**src/lz4bd_pkg.sv**
```systemverilog
// Shared types and constants of the LZ4 block decoder.
// Depends on nothing; every other file of the decoder but lz4bd_history refers to it by scoped names.
package lz4bd_pkg;

    // Command codes of an input request
    localparam logic [1:0] CMD_BYTE  = 2'd0;
    localparam logic [1:0] CMD_TICK  = 2'd1;
    localparam logic [1:0] CMD_START = 2'd2;

    // Error codes, sticky until the next block start
    localparam logic [2:0] ERR_NONE    = 3'd0;
    localparam logic [2:0] ERR_SHORT   = 3'd1;
    localparam logic [2:0] ERR_OVERRUN = 3'd2;
    localparam logic [2:0] ERR_OFFSET  = 3'd3;
    localparam logic [2:0] ERR_TURN    = 3'd4;

    // Header field constants
    localparam logic [3:0] NIBBLE_EXT = 4'hf;
    localparam logic [7:0] BYTE_EXT   = 8'd255;
    localparam logic [8:0] MIN_MATCH  = 9'd4;

    // Parser phases
    typedef enum logic [7:0] {
        PH_TOKEN  = 8'b0000_0001,
        PH_LITEXT = 8'b0000_0010,
        PH_LIT    = 8'b0000_0100,
        PH_OFFLO  = 8'b0000_1000,
        PH_OFFHI  = 8'b0001_0000,
        PH_MATEXT = 8'b0010_0000,
        PH_COPY   = 8'b0100_0000,
        PH_DONE   = 8'b1000_0000
    } phase_t;

    // One input request
    typedef struct packed {
        logic [1:0] command;
        logic [7:0] src_byte;
        logic       last_source;
    } cmd_t;

    // One result
    typedef struct packed {
        logic       out_valid;
        logic [7:0] out_byte;
        logic       copy_pending;
        logic       done_res;
        logic       last_output;
        logic [2:0] error_code;
    } res_t;

    // Parser decision for one accepted request, handed to the output stage
    typedef struct packed {
        logic       emit;
        logic       is_copy;
        logic [7:0] lit_byte;
        logic       copy_pending;
        logic       done_res;
        logic       last_output;
        logic [2:0] error_code;
    } step_t;

endpackage

```
**src/lz4bd_parser.sv**
```systemverilog
// Token, length and offset parser with the block counters of the LZ4 decoder.
// Depends on lz4bd_pkg; drives the history read address and the output stage.
module lz4bd_parser #(
    parameter int WINDOW_BITS = 16
) (
    input  logic                   clk,
    input  logic                   rst_n,
    input  logic                   cfg_valid,
    input  logic [31:0]            cfg_data,
    input  lz4bd_pkg::cmd_t        cmd_data,
    input  logic                   accept,
    output lz4bd_pkg::step_t       step,
    output logic [WINDOW_BITS-1:0] rd_addr,
    output logic [WINDOW_BITS-1:0] wr_addr
);

    localparam logic [32:0] WinSize = 33'(2 ** WINDOW_BITS);

    lz4bd_pkg::phase_t phase_reg, phase_next, ph_eff;
    logic [3:0]  nibble_reg, nibble_next;
    logic [31:0] lit_rem_reg, lit_rem_next;
    logic [31:0] mat_rem_reg, mat_rem_next;
    logic [15:0] offset_reg, offset_next;
    logic [31:0] prod_reg, prod_next;
    logic [2:0]  err_reg, err_next;
    logic        ended_reg, ended_next;
    logic [31:0] out_len_reg;

    logic [32:0] room_diff;
    logic [31:0] room;
    logic [31:0] prod_inc;
    logic [31:0] lit_len;
    logic [31:0] mat_ext;
    logic [31:0] mat_len;
    logic [15:0] off_full;
    logic [7:0]  b;
    logic        emit;
    logic        is_copy;

    // Add with saturation at the full 32-bit range
    function automatic logic [31:0] sat_add(input logic [31:0] a, input logic [8:0] v);
        logic [32:0] s;
        s = {1'b0, a} + {24'h0, v};
        return s[32] ? '1 : s[31:0];
    endfunction

    // Bytes still owed to the block
    assign room_diff = {1'b0, out_len_reg} - {1'b0, prod_reg};
    assign room      = room_diff[32] ? '0 : room_diff[31:0];
    assign prod_inc  = prod_reg + 32'd1;
    assign b         = cmd_data.src_byte;
    assign off_full  = {b, offset_reg[7:0]};

    // Match length candidates: header nibble or extension byte, both plus the minimum, cut to the room
    always_comb
    begin
        mat_ext = sat_add(mat_rem_reg, {1'b0, b} + lz4bd_pkg::MIN_MATCH);
        mat_len = {28'h0, nibble_reg} + 32'(lz4bd_pkg::MIN_MATCH);
        if (ph_eff == lz4bd_pkg::PH_MATEXT)
        begin
            mat_len = mat_ext;
        end
        if (mat_len > room)
        begin
            mat_len = room;
        end
    end

    // Literal length after this byte
    always_comb
    begin
        if (ph_eff == lz4bd_pkg::PH_TOKEN)
        begin
            lit_len = {28'h0, b[7:4]};
        end
        else
        begin
            lit_len = sat_add(lit_rem_reg, {1'b0, b});
        end
    end

    // Decide the next parser state for the request on the input
    always_comb
    begin
        phase_next   = phase_reg;
        nibble_next  = nibble_reg;
        lit_rem_next = lit_rem_reg;
        mat_rem_next = mat_rem_reg;
        offset_next  = offset_reg;
        prod_next    = prod_reg;
        err_next     = err_reg;
        ended_next   = ended_reg;
        emit         = 1'b0;
        is_copy      = 1'b0;
        ph_eff       = phase_reg;

        if (phase_reg == lz4bd_pkg::PH_TOKEN && prod_reg >= out_len_reg)
        begin
            ph_eff = lz4bd_pkg::PH_DONE;
        end

        if (cmd_data.command == lz4bd_pkg::CMD_START)
        begin
            phase_next   = (out_len_reg == '0) ? lz4bd_pkg::PH_DONE : lz4bd_pkg::PH_TOKEN;
            nibble_next  = '0;
            lit_rem_next = '0;
            mat_rem_next = '0;
            offset_next  = '0;
            prod_next    = '0;
            err_next     = lz4bd_pkg::ERR_NONE;
            ended_next   = 1'b0;
        end
        else if (err_reg == lz4bd_pkg::ERR_NONE)
        begin
            phase_next = ph_eff;
            priority if (ph_eff == lz4bd_pkg::PH_DONE)
            begin
                // drop everything once the block is complete
            end
            else if (cmd_data.command == lz4bd_pkg::CMD_TICK)
            begin
                if (ph_eff == lz4bd_pkg::PH_COPY)
                begin
                    emit         = 1'b1;
                    is_copy      = 1'b1;
                    prod_next    = prod_inc;
                    mat_rem_next = mat_rem_reg - 32'd1;
                    if (prod_inc >= out_len_reg)
                    begin
                        phase_next = lz4bd_pkg::PH_DONE;
                    end
                    else if (mat_rem_next == '0)
                    begin
                        phase_next = lz4bd_pkg::PH_TOKEN;
                        if (ended_reg)
                        begin
                            err_next = lz4bd_pkg::ERR_SHORT;
                        end
                    end
                end
                else
                begin
                    err_next = lz4bd_pkg::ERR_TURN;
                end
            end
            else if (cmd_data.command == lz4bd_pkg::CMD_BYTE)
            begin
                unique case (ph_eff)
                    lz4bd_pkg::PH_TOKEN, lz4bd_pkg::PH_LITEXT:
                    begin
                        if (ph_eff == lz4bd_pkg::PH_TOKEN)
                        begin
                            nibble_next = b[3:0];
                        end
                        lit_rem_next = lit_len;
                        if (ph_eff == lz4bd_pkg::PH_TOKEN && b[7:4] == lz4bd_pkg::NIBBLE_EXT)
                        begin
                            phase_next = lz4bd_pkg::PH_LITEXT;
                        end
                        else if (ph_eff == lz4bd_pkg::PH_LITEXT && b == lz4bd_pkg::BYTE_EXT)
                        begin
                            phase_next = lz4bd_pkg::PH_LITEXT;
                        end
                        else if (lit_len > room)
                        begin
                            err_next = lz4bd_pkg::ERR_OVERRUN;
                        end
                        else if (lit_len == '0)
                        begin
                            phase_next = lz4bd_pkg::PH_OFFLO;
                        end
                        else
                        begin
                            phase_next = lz4bd_pkg::PH_LIT;
                        end
                    end
                    lz4bd_pkg::PH_LIT:
                    begin
                        emit         = 1'b1;
                        prod_next    = prod_inc;
                        lit_rem_next = lit_rem_reg - 32'd1;
                        if (prod_inc >= out_len_reg)
                        begin
                            phase_next = lz4bd_pkg::PH_DONE;
                        end
                        else if (lit_rem_next == '0)
                        begin
                            phase_next = lz4bd_pkg::PH_OFFLO;
                        end
                    end
                    lz4bd_pkg::PH_OFFLO:
                    begin
                        offset_next = {8'h0, b};
                        phase_next  = lz4bd_pkg::PH_OFFHI;
                    end
                    lz4bd_pkg::PH_OFFHI:
                    begin
                        offset_next = off_full;
                        if (off_full == '0 || {16'h0, off_full} > prod_reg
                            || {17'h0, off_full} > WinSize)
                        begin
                            err_next = lz4bd_pkg::ERR_OFFSET;
                        end
                        else if (nibble_reg == lz4bd_pkg::NIBBLE_EXT)
                        begin
                            mat_rem_next = 32'(lz4bd_pkg::NIBBLE_EXT);
                            phase_next   = lz4bd_pkg::PH_MATEXT;
                        end
                        else
                        begin
                            mat_rem_next = mat_len;
                            phase_next   = (mat_len == '0) ? lz4bd_pkg::PH_DONE
                                                           : lz4bd_pkg::PH_COPY;
                        end
                    end
                    lz4bd_pkg::PH_MATEXT:
                    begin
                        if (b == lz4bd_pkg::BYTE_EXT)
                        begin
                            mat_rem_next = sat_add(mat_rem_reg, {1'b0, b});
                        end
                        else
                        begin
                            mat_rem_next = mat_len;
                            phase_next   = (mat_len == '0) ? lz4bd_pkg::PH_DONE
                                                           : lz4bd_pkg::PH_COPY;
                        end
                    end
                    default:
                    begin
                        // a byte while a match is pending
                        err_next = lz4bd_pkg::ERR_TURN;
                    end
                endcase

                // flag a source that ends inside a header or literal run
                if (cmd_data.last_source)
                begin
                    ended_next = 1'b1;
                    if (err_next == lz4bd_pkg::ERR_NONE && phase_next != lz4bd_pkg::PH_COPY
                        && phase_next != lz4bd_pkg::PH_DONE)
                    begin
                        err_next = lz4bd_pkg::ERR_SHORT;
                    end
                end
            end
            else
            begin
                err_next = lz4bd_pkg::ERR_TURN;
            end
        end
    end

    // Result fields known at accept time
    always_comb
    begin
        step.emit         = emit;
        step.is_copy      = is_copy;
        step.lit_byte     = b;
        step.last_output  = emit && (prod_inc == out_len_reg);
        step.copy_pending = (err_next == lz4bd_pkg::ERR_NONE) && (phase_next == lz4bd_pkg::PH_COPY);
        step.done_res     = (err_next == lz4bd_pkg::ERR_NONE) && (phase_next == lz4bd_pkg::PH_DONE);
        step.error_code   = err_next;
    end

    // History addresses: copy source and the slot of the byte produced now
    assign rd_addr = prod_reg[WINDOW_BITS-1:0] - offset_reg[WINDOW_BITS-1:0];
    assign wr_addr = prod_reg[WINDOW_BITS-1:0];

    // Advance the parser state on each accepted request
    always_ff @(posedge clk or negedge rst_n)
    begin
        if (!rst_n)
        begin
            phase_reg   <= lz4bd_pkg::PH_TOKEN;
            nibble_reg  <= '0;
            lit_rem_reg <= '0;
            mat_rem_reg <= '0;
            offset_reg  <= '0;
            prod_reg    <= '0;
            err_reg     <= lz4bd_pkg::ERR_NONE;
            ended_reg   <= 1'b0;
        end
        else if (accept)
        begin
            phase_reg   <= phase_next;
            nibble_reg  <= nibble_next;
            lit_rem_reg <= lit_rem_next;
            mat_rem_reg <= mat_rem_next;
            offset_reg  <= offset_next;
            prod_reg    <= prod_next;
            err_reg     <= err_next;
            ended_reg   <= ended_next;
        end
    end

    // Hold the configured output length
    always_ff @(posedge clk or negedge rst_n)
    begin
        if (!rst_n)
        begin
            out_len_reg <= '0;
        end
        else if (cfg_valid)
        begin
            out_len_reg <= cfg_data;
        end
    end

endmodule

```
**config.mk**
```make
export PLATFORM = sky130hd
export DESIGN_NAME = lz4bd_parser
export DESIGN_NICKNAME = d
export VERILOG_FILES = /design/src/lz4bd_pkg.sv /design/src/lz4bd_parser.sv
export SDC_FILE = /design/constraint.sdc
export NUM_CORES = 1
export LEC_CHECK = 0
export CAP_MARGIN = 20
export CORE_MARGIN = 10
export CORE_UTILIZATION = 55
export CTS_CLUSTER_DIAMETER = 40
export DETAILED_ROUTE_END_ITERATION = 8
export DONT_BUFFER_PORTS = 1
export GPL_TIMING_DRIVEN = 0
export PLACE_DENSITY = 0.7
export SLEW_MARGIN = 20
export SYNTH_ARGS = -nofsm -noshare
export SYNTH_HDL_FRONTEND = slang
export SYNTH_SLANG_ARGS = --single-unit
```
**constraint.sdc**
```tcl
create_clock -name clk -period 26 [get_ports clk]
set_input_delay 5.2 -clock clk [delete_from_list [all_inputs] [get_ports clk]]
set_output_delay 5.2 -clock clk [all_outputs]
set_load 0.01 [all_outputs]
```
## Yosys cells after proc, flatten, opt, wreduce, memory -nomap -nowiden

Index checks and enable logic that the tools add are counted.

- Add/sub/neg operators: 10
- $lt $le $gt $ge: 5
- Equal/unequal tests: 24
- Muxes and demuxes: 107
- Reductions and logical operators: 39

Operators by type and width:

| kind | number |
|---|---|
| 2-to-1 mux 32 bit | 28 |
| 2-to-1 mux 8 bit | 24 |
| zero test 32 bit | 5 |
| one-hot mux 32 bit (2 select lines) | 2 |
| 2-to-1 mux 16 bit | 5 |
| adder 32 x 8 -> 33 bit | 2 |
| greater-or-equal comparator 32 bit | 2 |
| > comparator 32 bit | 2 |
| subtractor 32 x 1 -> 32 bit (second input constant) | 2 |
| 2-to-1 mux 3 bit | 20 |
| one-hot mux 8 bit (5 select lines) | 1 |
| adder 32 x 9 -> 33 bit | 1 |
| subtractor 32 x 32 -> 33 bit | 1 |
| adder 32 x 1 -> 32 bit (second input constant) | 1 |
| == test 32 bit | 1 |
| > comparator 16 x 32 -> 1 bit | 1 |
| 2-to-1 mux 4 bit | 8 |
| one-hot mux 16 bit (2 select lines) | 1 |
| == test 8 bit (second input constant) | 3 |
| AND reduction 6 bit | 4 |
| AND reduction 7 bit | 3 |
| 2-to-1 mux 1 bit | 17 |
| == test 8 x 1 -> 1 bit (second input constant) | 2 |
| == test 8 x 7 -> 1 bit (second input constant) | 2 |
| 27 further kinds | 47 |

- Register bits: 160
- Input bits: 47
- Output and inout bits: 48
- Logic and storage cells: 195

## Logic depth before layout (Yosys ltp)

- Depth after elaboration: 29
- Gate-level depth with buffers: 28
- Mapped depth without buffers: 26

## Worst setup path before layout

No wires, ideal clock.

- Path kind: input-to-output
- Start point: input port cmd_data[7] (netlist bit)
- End point: output port step[4] (netlist bit)
- Arrival: 10,207 ps
- Data required time: 20,800 ps
- Setup slack: 10,593 ps
- Stages on the path: 23
- Path buffers: 2
- Cell sequence: ha_1 -> fa_1 -> a211oi_1 -> o211ai_1 -> and2_0 -> nand2_1 -> clkbuf_1 -> clkbuf_1 -> and3_1 -> nor3_1 -> ha_1 -> a21o_1 -> a21o_1 -> a22o_1 -> a211o_1 -> a211oi_1 -> a21oi_1 -> a2111oi_0 -> o211ai_1 -> a221oi_1 -> nand3_1 -> a21oi_1 -> nor2b_1

RTL lines:

| item | line | text |
|---|---|---|
| from (decl) | lz4bd_parser.sv:10 | `input lz4bd_pkg::cmd_t cmd_data,` |
| to (decl) | lz4bd_parser.sv:12 | `output lz4bd_pkg::step_t step,` |

==> report_table.html <==
<table>
<tr><th>Metric</th><th>Value</th></tr>
<tr><th colspan="2">Synth</th></tr>
<tr><td>Avg Inst Size Synth</td><td>7.12 sq um</td></tr>
<tr><td>Cell area after synthesis</td><td>20,400 sq um</td></tr>
<tr><td>Number of enable-type register cells in the synthesized netlist</td><td>0</td></tr>
<tr><td>Synthesized Nets</td><td>3,116</td></tr>
<tr><td>Number of synthesized register bits</td><td>160</td></tr>
<tr><td>Cell type with the largest total area after synthesis</td><td>sky130_fd_sc_hd__dfrtp_1</td></tr>
<tr><td>Share of synthesized flip-flops with an asynchronous set or reset</td><td>100%</td></tr>
<tr><td>Number of warnings reported in the yosys synthesis log</td><td>0</td></tr>
<tr><td>Number of distinct library cells after synthesis</td><td>87</td></tr>
<tr><td>Instance count of the mapped netlist</td><td>2,865</td></tr>
<tr><td>Area share of the leading cell type in the synthesized netlist</td><td>19.5%</td></tr>
<tr><td>Sequential-to-total area share from yosys stat</td><td>19.6%</td></tr>
<tr><td>Commonest register cell after synthesis</td><td>sky130_fd_sc_hd__dfrtp_1</td></tr>
<tr><td>Cell types with the largest area share after synthesis</td><td>sky130_fd_sc_hd__dfrtp_1 19%, sky130_fd_sc_hd__ha_1 12%, sky130_fd_sc_hd__o21ai_0 7.2%</td></tr>
<tr><th colspan="2">Pwr</th></tr>
<tr><td>Worst voltage drop across the vdd grid</td><td>55.2 uV</td></tr>
<tr><td>Total power draw</td><td>1.48 mW</td></tr>
<tr><td>Lkg Pwr</td><td>8.99 nW</td></tr>
<tr><td>Ratio of total power to cell area</td><td>68.2 nW/um^2</td></tr>
<tr><th colspan="2">Global route</th></tr>
<tr><td>Vias in the first global route</td><td>22,300</td></tr>
<tr><td>Congestion Overflow GR</td><td>0</td></tr>
<tr><td>Maximum number of pins on one net before global-route repair</td><td>161</td></tr>
<tr><td>Wire length of the first global-routing pass</td><td>129,000 um</td></tr>
<tr><td>Initial antenna violation count</td><td>3</td></tr>
<tr><td>GR Util All Layers</td><td>36.8%</td></tr>
<tr><th colspan="2">Routing</th></tr>
<tr><td>Average wire per cell in the routed design</td><td>25.1 um</td></tr>
<tr><td>Antenna Violating Nets Remaining</td><td>0</td></tr>
<tr><td>Violation count after the first detailed-routing iteration</td><td>2,906</td></tr>
<tr><td>Initial DRT Pass Iterations</td><td>7</td></tr>
<tr><td>DRC Markers</td><td>0</td></tr>
<tr><td>Total wirelength of the detailed-routed design</td><td>84,600 um</td></tr>
<tr><td>Avg Vias per Cell</td><td>6.92</td></tr>
<tr><td>Vias</td><td>23,300</td></tr>
<tr><th colspan="2">Place</th></tr>
<tr><td>Detail Placement HPWL</td><td>66,700 um</td></tr>
<tr><td>Gpl congestion</td><td>1.04</td></tr>
<tr><td>Standard cell area after detailed placement</td><td>21,000 sq um</td></tr>
<tr><td>PortBufs</td><td>0</td></tr>
<tr><th colspan="2">Worst setup path</th></tr>
<tr><td>R2r worst-path depth</td><td>25</td></tr>
<tr><td>CP required</td><td>20.80 ns</td></tr>
<tr><td>Critical path startpoint category</td><td>input port</td></tr>
<tr><td>Startpoint of the worst setup timing path</td><td>cmd_data[7]</td></tr>
<tr><td>R2R setup slack</td><td>17.76 ns</td></tr>
<tr><td>Reg-to-reg critical path endpoint</td><td>mat_rem_reg[0]$_DFFE_PN0P_</td></tr>
<tr><td>Highest fanout seen on the critical path</td><td>11</td></tr>
<tr><td>Last element of the critical path</td><td>step[4]</td></tr>
<tr><td>Start-to-end type of the worst setup path</td><td>in -&gt; out</td></tr>
<tr><td>Startpoint of the worst register-to-register path</td><td>prod_reg[15]$_DFFE_PN0P_</td></tr>
<tr><td>Kind of end point of the critical path</td><td>output pin</td></tr>
<tr><td>Arrival @ worst endpoint</td><td>12.52 ns</td></tr>
<tr><th colspan="2">Timing</th></tr>
<tr><td>Slew at the pin with the worst max-slew slack</td><td>1.12 ns</td></tr>
<tr><td>Final Hold Fails</td><td>0</td></tr>
<tr><td>Max Clk Rate</td><td>0.0564 GHz</td></tr>
<tr><td>Setup TNS</td><td>0 ns</td></tr>
<tr><td>Unrepaired setup endpoints after global routing</td><td>false</td></tr>
<tr><td>Fraction of the cycle the final worst path needs</td><td>68.2%</td></tr>
<tr><td>Worst rel slew slack</td><td>24.8%</td></tr>
<tr><td>Clk_skew</td><td>0.0209 ns</td></tr>
<tr><td>Max-slew violation total from the final report</td><td>0</td></tr>
<tr><td>Number of setup violations in the final report</td><td>0</td></tr>
<tr><td>Fin crit period</td><td>17.72 ns</td></tr>
<tr><th colspan="2">Clocking</th></tr>
<tr><td>Clock-pin slew on the worst setup and hold paths</td><td>0.07 ns</td></tr>
<tr><td>Root Driver</td><td>sky130_fd_sc_hd__clkbuf_16</td></tr>
<tr><td>Maximum root-to-sink buffer count</td><td>2</td></tr>
<tr><td>Inserted Clock Buffers</td><td>17</td></tr>
<tr><td>Count of buffers added by post-CTS timing repair for setup</td><td>0</td></tr>
<tr><td>Number of gates resized after cts</td><td>0</td></tr>
<tr><td>Count of hold-fix buffers inserted at cts</td><td>0</td></tr>
<tr><td>Clock tree sinks</td><td>160</td></tr>
<tr><td>H-tree levels</td><td>4</td></tr>
<tr><td>Source-to-sink clock delay at the later pin of the worst-skew pair</td><td>0.50 ns</td></tr>
<tr><td>TritonCTS clock tree</td><td>done</td></tr>
<tr><th colspan="2">Final layout</th></tr>
<tr><td>Commonest non-fill, non-tap cell in the layout</td><td>sky130_fd_sc_hd__nand2_1</td></tr>
<tr><td>Most frequent cells in the layout</td><td>304 x sky130_fd_sc_hd__nand2_1, 292 x sky130_fd_sc_hd__o21ai_0, 254 x sky130_fd_sc_hd__nor2_1</td></tr>
<tr><td>Final std cell area, no fill</td><td>21,700 sq um</td></tr>
<tr><td>Layout Nets</td><td>3,137</td></tr>
<tr><td>Fraction of layout cells with a size suffix above 1</td><td>3.73%</td></tr>
<tr><td>Synthesis-to-finish area growth</td><td>6.22%</td></tr>
<tr><th colspan="2">Floorplanning</th></tr>
<tr><td>Die span in x</td><td>213 um</td></tr>
<tr><td>IO Pins</td><td>95</td></tr>
<tr><td>Initial Utilization</td><td>55.7%</td></tr>
<tr><td>Die Y</td><td>213 um</td></tr>
<tr><td>Rows</td><td>70</td></tr>
<tr><td>Area inside the core boundary</td><td>36,600 sq um</td></tr>
<tr><td>Area of the die</td><td>45,200 sq um</td></tr>
<tr><th colspan="2">Min path</th></tr>
<tr><td>Class of the tightest hold or removal check</td><td>reg -&gt; reg</td></tr>
<tr><th colspan="2">Outcome</th></tr>
<tr><td>Status</td><td>finished, final reports clean</td></tr>
<tr><th colspan="2">Run</th></tr>
<tr><td>Maximum capacitance violations</td><td>0</td></tr>
</table>
==> worst max-delay path: stages <==
cell and delay, ns:
sky130_fd_sc_hd__ha_1 0.22, sky130_fd_sc_hd__fa_1 0.53, sky130_fd_sc_hd__a211oi_1 0.39, sky130_fd_sc_hd__o211ai_1 0.38
sky130_fd_sc_hd__and2_0 0.39, sky130_fd_sc_hd__nand2_1 0.21, sky130_fd_sc_hd__clkbuf_1 0.42, sky130_fd_sc_hd__clkbuf_1 0.52
sky130_fd_sc_hd__a21oi_1 0.18, sky130_fd_sc_hd__ha_1 0.35, sky130_fd_sc_hd__a211oi_1 0.26, sky130_fd_sc_hd__o21bai_1 0.12
sky130_fd_sc_hd__a21o_1 0.19, sky130_fd_sc_hd__a221o_1 0.34, sky130_fd_sc_hd__a211oi_1 0.29, sky130_fd_sc_hd__a21oi_1 0.20
sky130_fd_sc_hd__a2111oi_0 0.99, sky130_fd_sc_hd__o211ai_1 0.21, sky130_fd_sc_hd__a221oi_1 0.27, sky130_fd_sc_hd__nand3_1 0.31
sky130_fd_sc_hd__a21oi_1 0.27, sky130_fd_sc_hd__nor2b_1 0.26
==> synth_stat cells (14+ instances only) <==
master	number
sky130_fd_sc_hd__o211ai_1	24
sky130_fd_sc_hd__o21a_1	28
sky130_fd_sc_hd__nor2b_1	20
sky130_fd_sc_hd__o31ai_1	19
sky130_fd_sc_hd__a22o_1	23
sky130_fd_sc_hd__and2_1	24
sky130_fd_sc_hd__a31oi_1	37
sky130_fd_sc_hd__a21oi_1	213
sky130_fd_sc_hd__and4_1	17
sky130_fd_sc_hd__xnor2_1	90
sky130_fd_sc_hd__nand3_1	98
sky130_fd_sc_hd__a211oi_1	42
sky130_fd_sc_hd__and3_1	41
sky130_fd_sc_hd__nand2b_1	26
sky130_fd_sc_hd__o21ai_0	292
sky130_fd_sc_hd__clkbuf_1	151
sky130_fd_sc_hd__a21o_1	41
sky130_fd_sc_hd__xor2_1	44
sky130_fd_sc_hd__nor4b_1	14
sky130_fd_sc_hd__buf_4	26
sky130_fd_sc_hd__or3_1	33
sky130_fd_sc_hd__dfrtp_1	159
sky130_fd_sc_hd__nor2_1	255
sky130_fd_sc_hd__nand4_1	73
sky130_fd_sc_hd__inv_1	154
sky130_fd_sc_hd__a211o_1	14
sky130_fd_sc_hd__nor4_1	59
sky130_fd_sc_hd__ha_1	194
sky130_fd_sc_hd__buf_1	15
sky130_fd_sc_hd__nand2_1	304
sky130_fd_sc_hd__o22ai_1	16
sky130_fd_sc_hd__nor3_1	102
==> worst min path at each step <==
| stage | start | to | slack (ns) | depth (start not counted) |
|---|---|---|---|---|
| CTS | offset_reg[12]$_DFFE_PN0P_ | offset_reg[12]$_DFFE_PN0P_ | 0.52 | 1 |
| finish | offset_reg[12]$_DFFE_PN0P_ | offset_reg[12]$_DFFE_PN0P_ | 0.52 | 1 |
| detailed placement | offset_reg[13]$_DFFE_PN0P_ | offset_reg[13]$_DFFE_PN0P_ | 0.49 | 1 |
| floorplan | offset_reg[15]$_DFFE_PN0P_ | offset_reg[15]$_DFFE_PN0P_ | 0.47 | 2 |
| global placement | offset_reg[12]$_DFFE_PN0P_ | offset_reg[12]$_DFFE_PN0P_ | 0.49 | 1 |
| global route | offset_reg[10]$_DFFE_PN0P_ | offset_reg[10]$_DFFE_PN0P_ | 0.54 | 1 |
==> per-layer routing <==
layer | vias up | track usage [%] | routed length [um]
met4 | 4 | 20.3 | 4640
li1 | 10500 | - | -
met5 | - | 0 | 28
met1 | 11100 | 46.4 | 33700
met2 | 1415 | 57.0 | 37400
met3 | 287 | 8.42 | 8750
==> final cells by class <==
cell class | instances | area [sq um]
Fill cell | 3492 | 14900
Multi-Input combinational cell | 2353 | 15000
Clock inverter | 15 | 194
Tap cell | 468 | 586
Clock buffer | 17 | 425
Sequential cell | 160 | 4010
Inverter | 154 | 578
Buffer | 198 | 867
Antenna cell | 1 | 2.50
Timing Repair Buffer | 2 | 12.5
==> stage by stage <==
stage / hold WS, ns / instances / utilization, % / setup slack [ns]
floorplan: 0.470 / 2865 / - / 10.59
global placement: 0.491 / 3333 / 57.3 / 8.77
detailed placement: 0.493 / 3335 / 57.5 / 8.76
CTS: 0.516 / 3367 / 59.1 / 8.73
global route: 0.541 / 3367 / 59.2 / 8.09
finish: 0.520 / 3368 / 59.2 / 8.28
==> kinds of logic (layout without fill, tap and decap cells) <==
| kind of cell | Yosys count | in the layout | synth area share, % |
|---|---|---|---|
| muxes | 11 | 11 | 0.552 |
| buffers and inverters | 352 | 386 | 7.08 |
| and+or+nand+nor | 1120 | 1120 | 27.1 |
| DFF | 160 | 160 | 19.6 |
| xor gates and xnor gates | 134 | 134 | 5.75 |
| AOI/OAI and AO/OA | 884 | 884 | 27.1 |
| adders and majority gates | 204 | 204 | 12.9 |
| other | 0 | 1 | 0 |
==> power breakdown <==
part	switching (mW)	leakage, nW	internal (mW)
registers	0.0532	2.03	0.284
clock network	0.133	0.302	0.147
logic	0.568	6.66	0.294
total	0.754	8.99	0.725
Note: power is estimated with default switching activity, not from simulation.
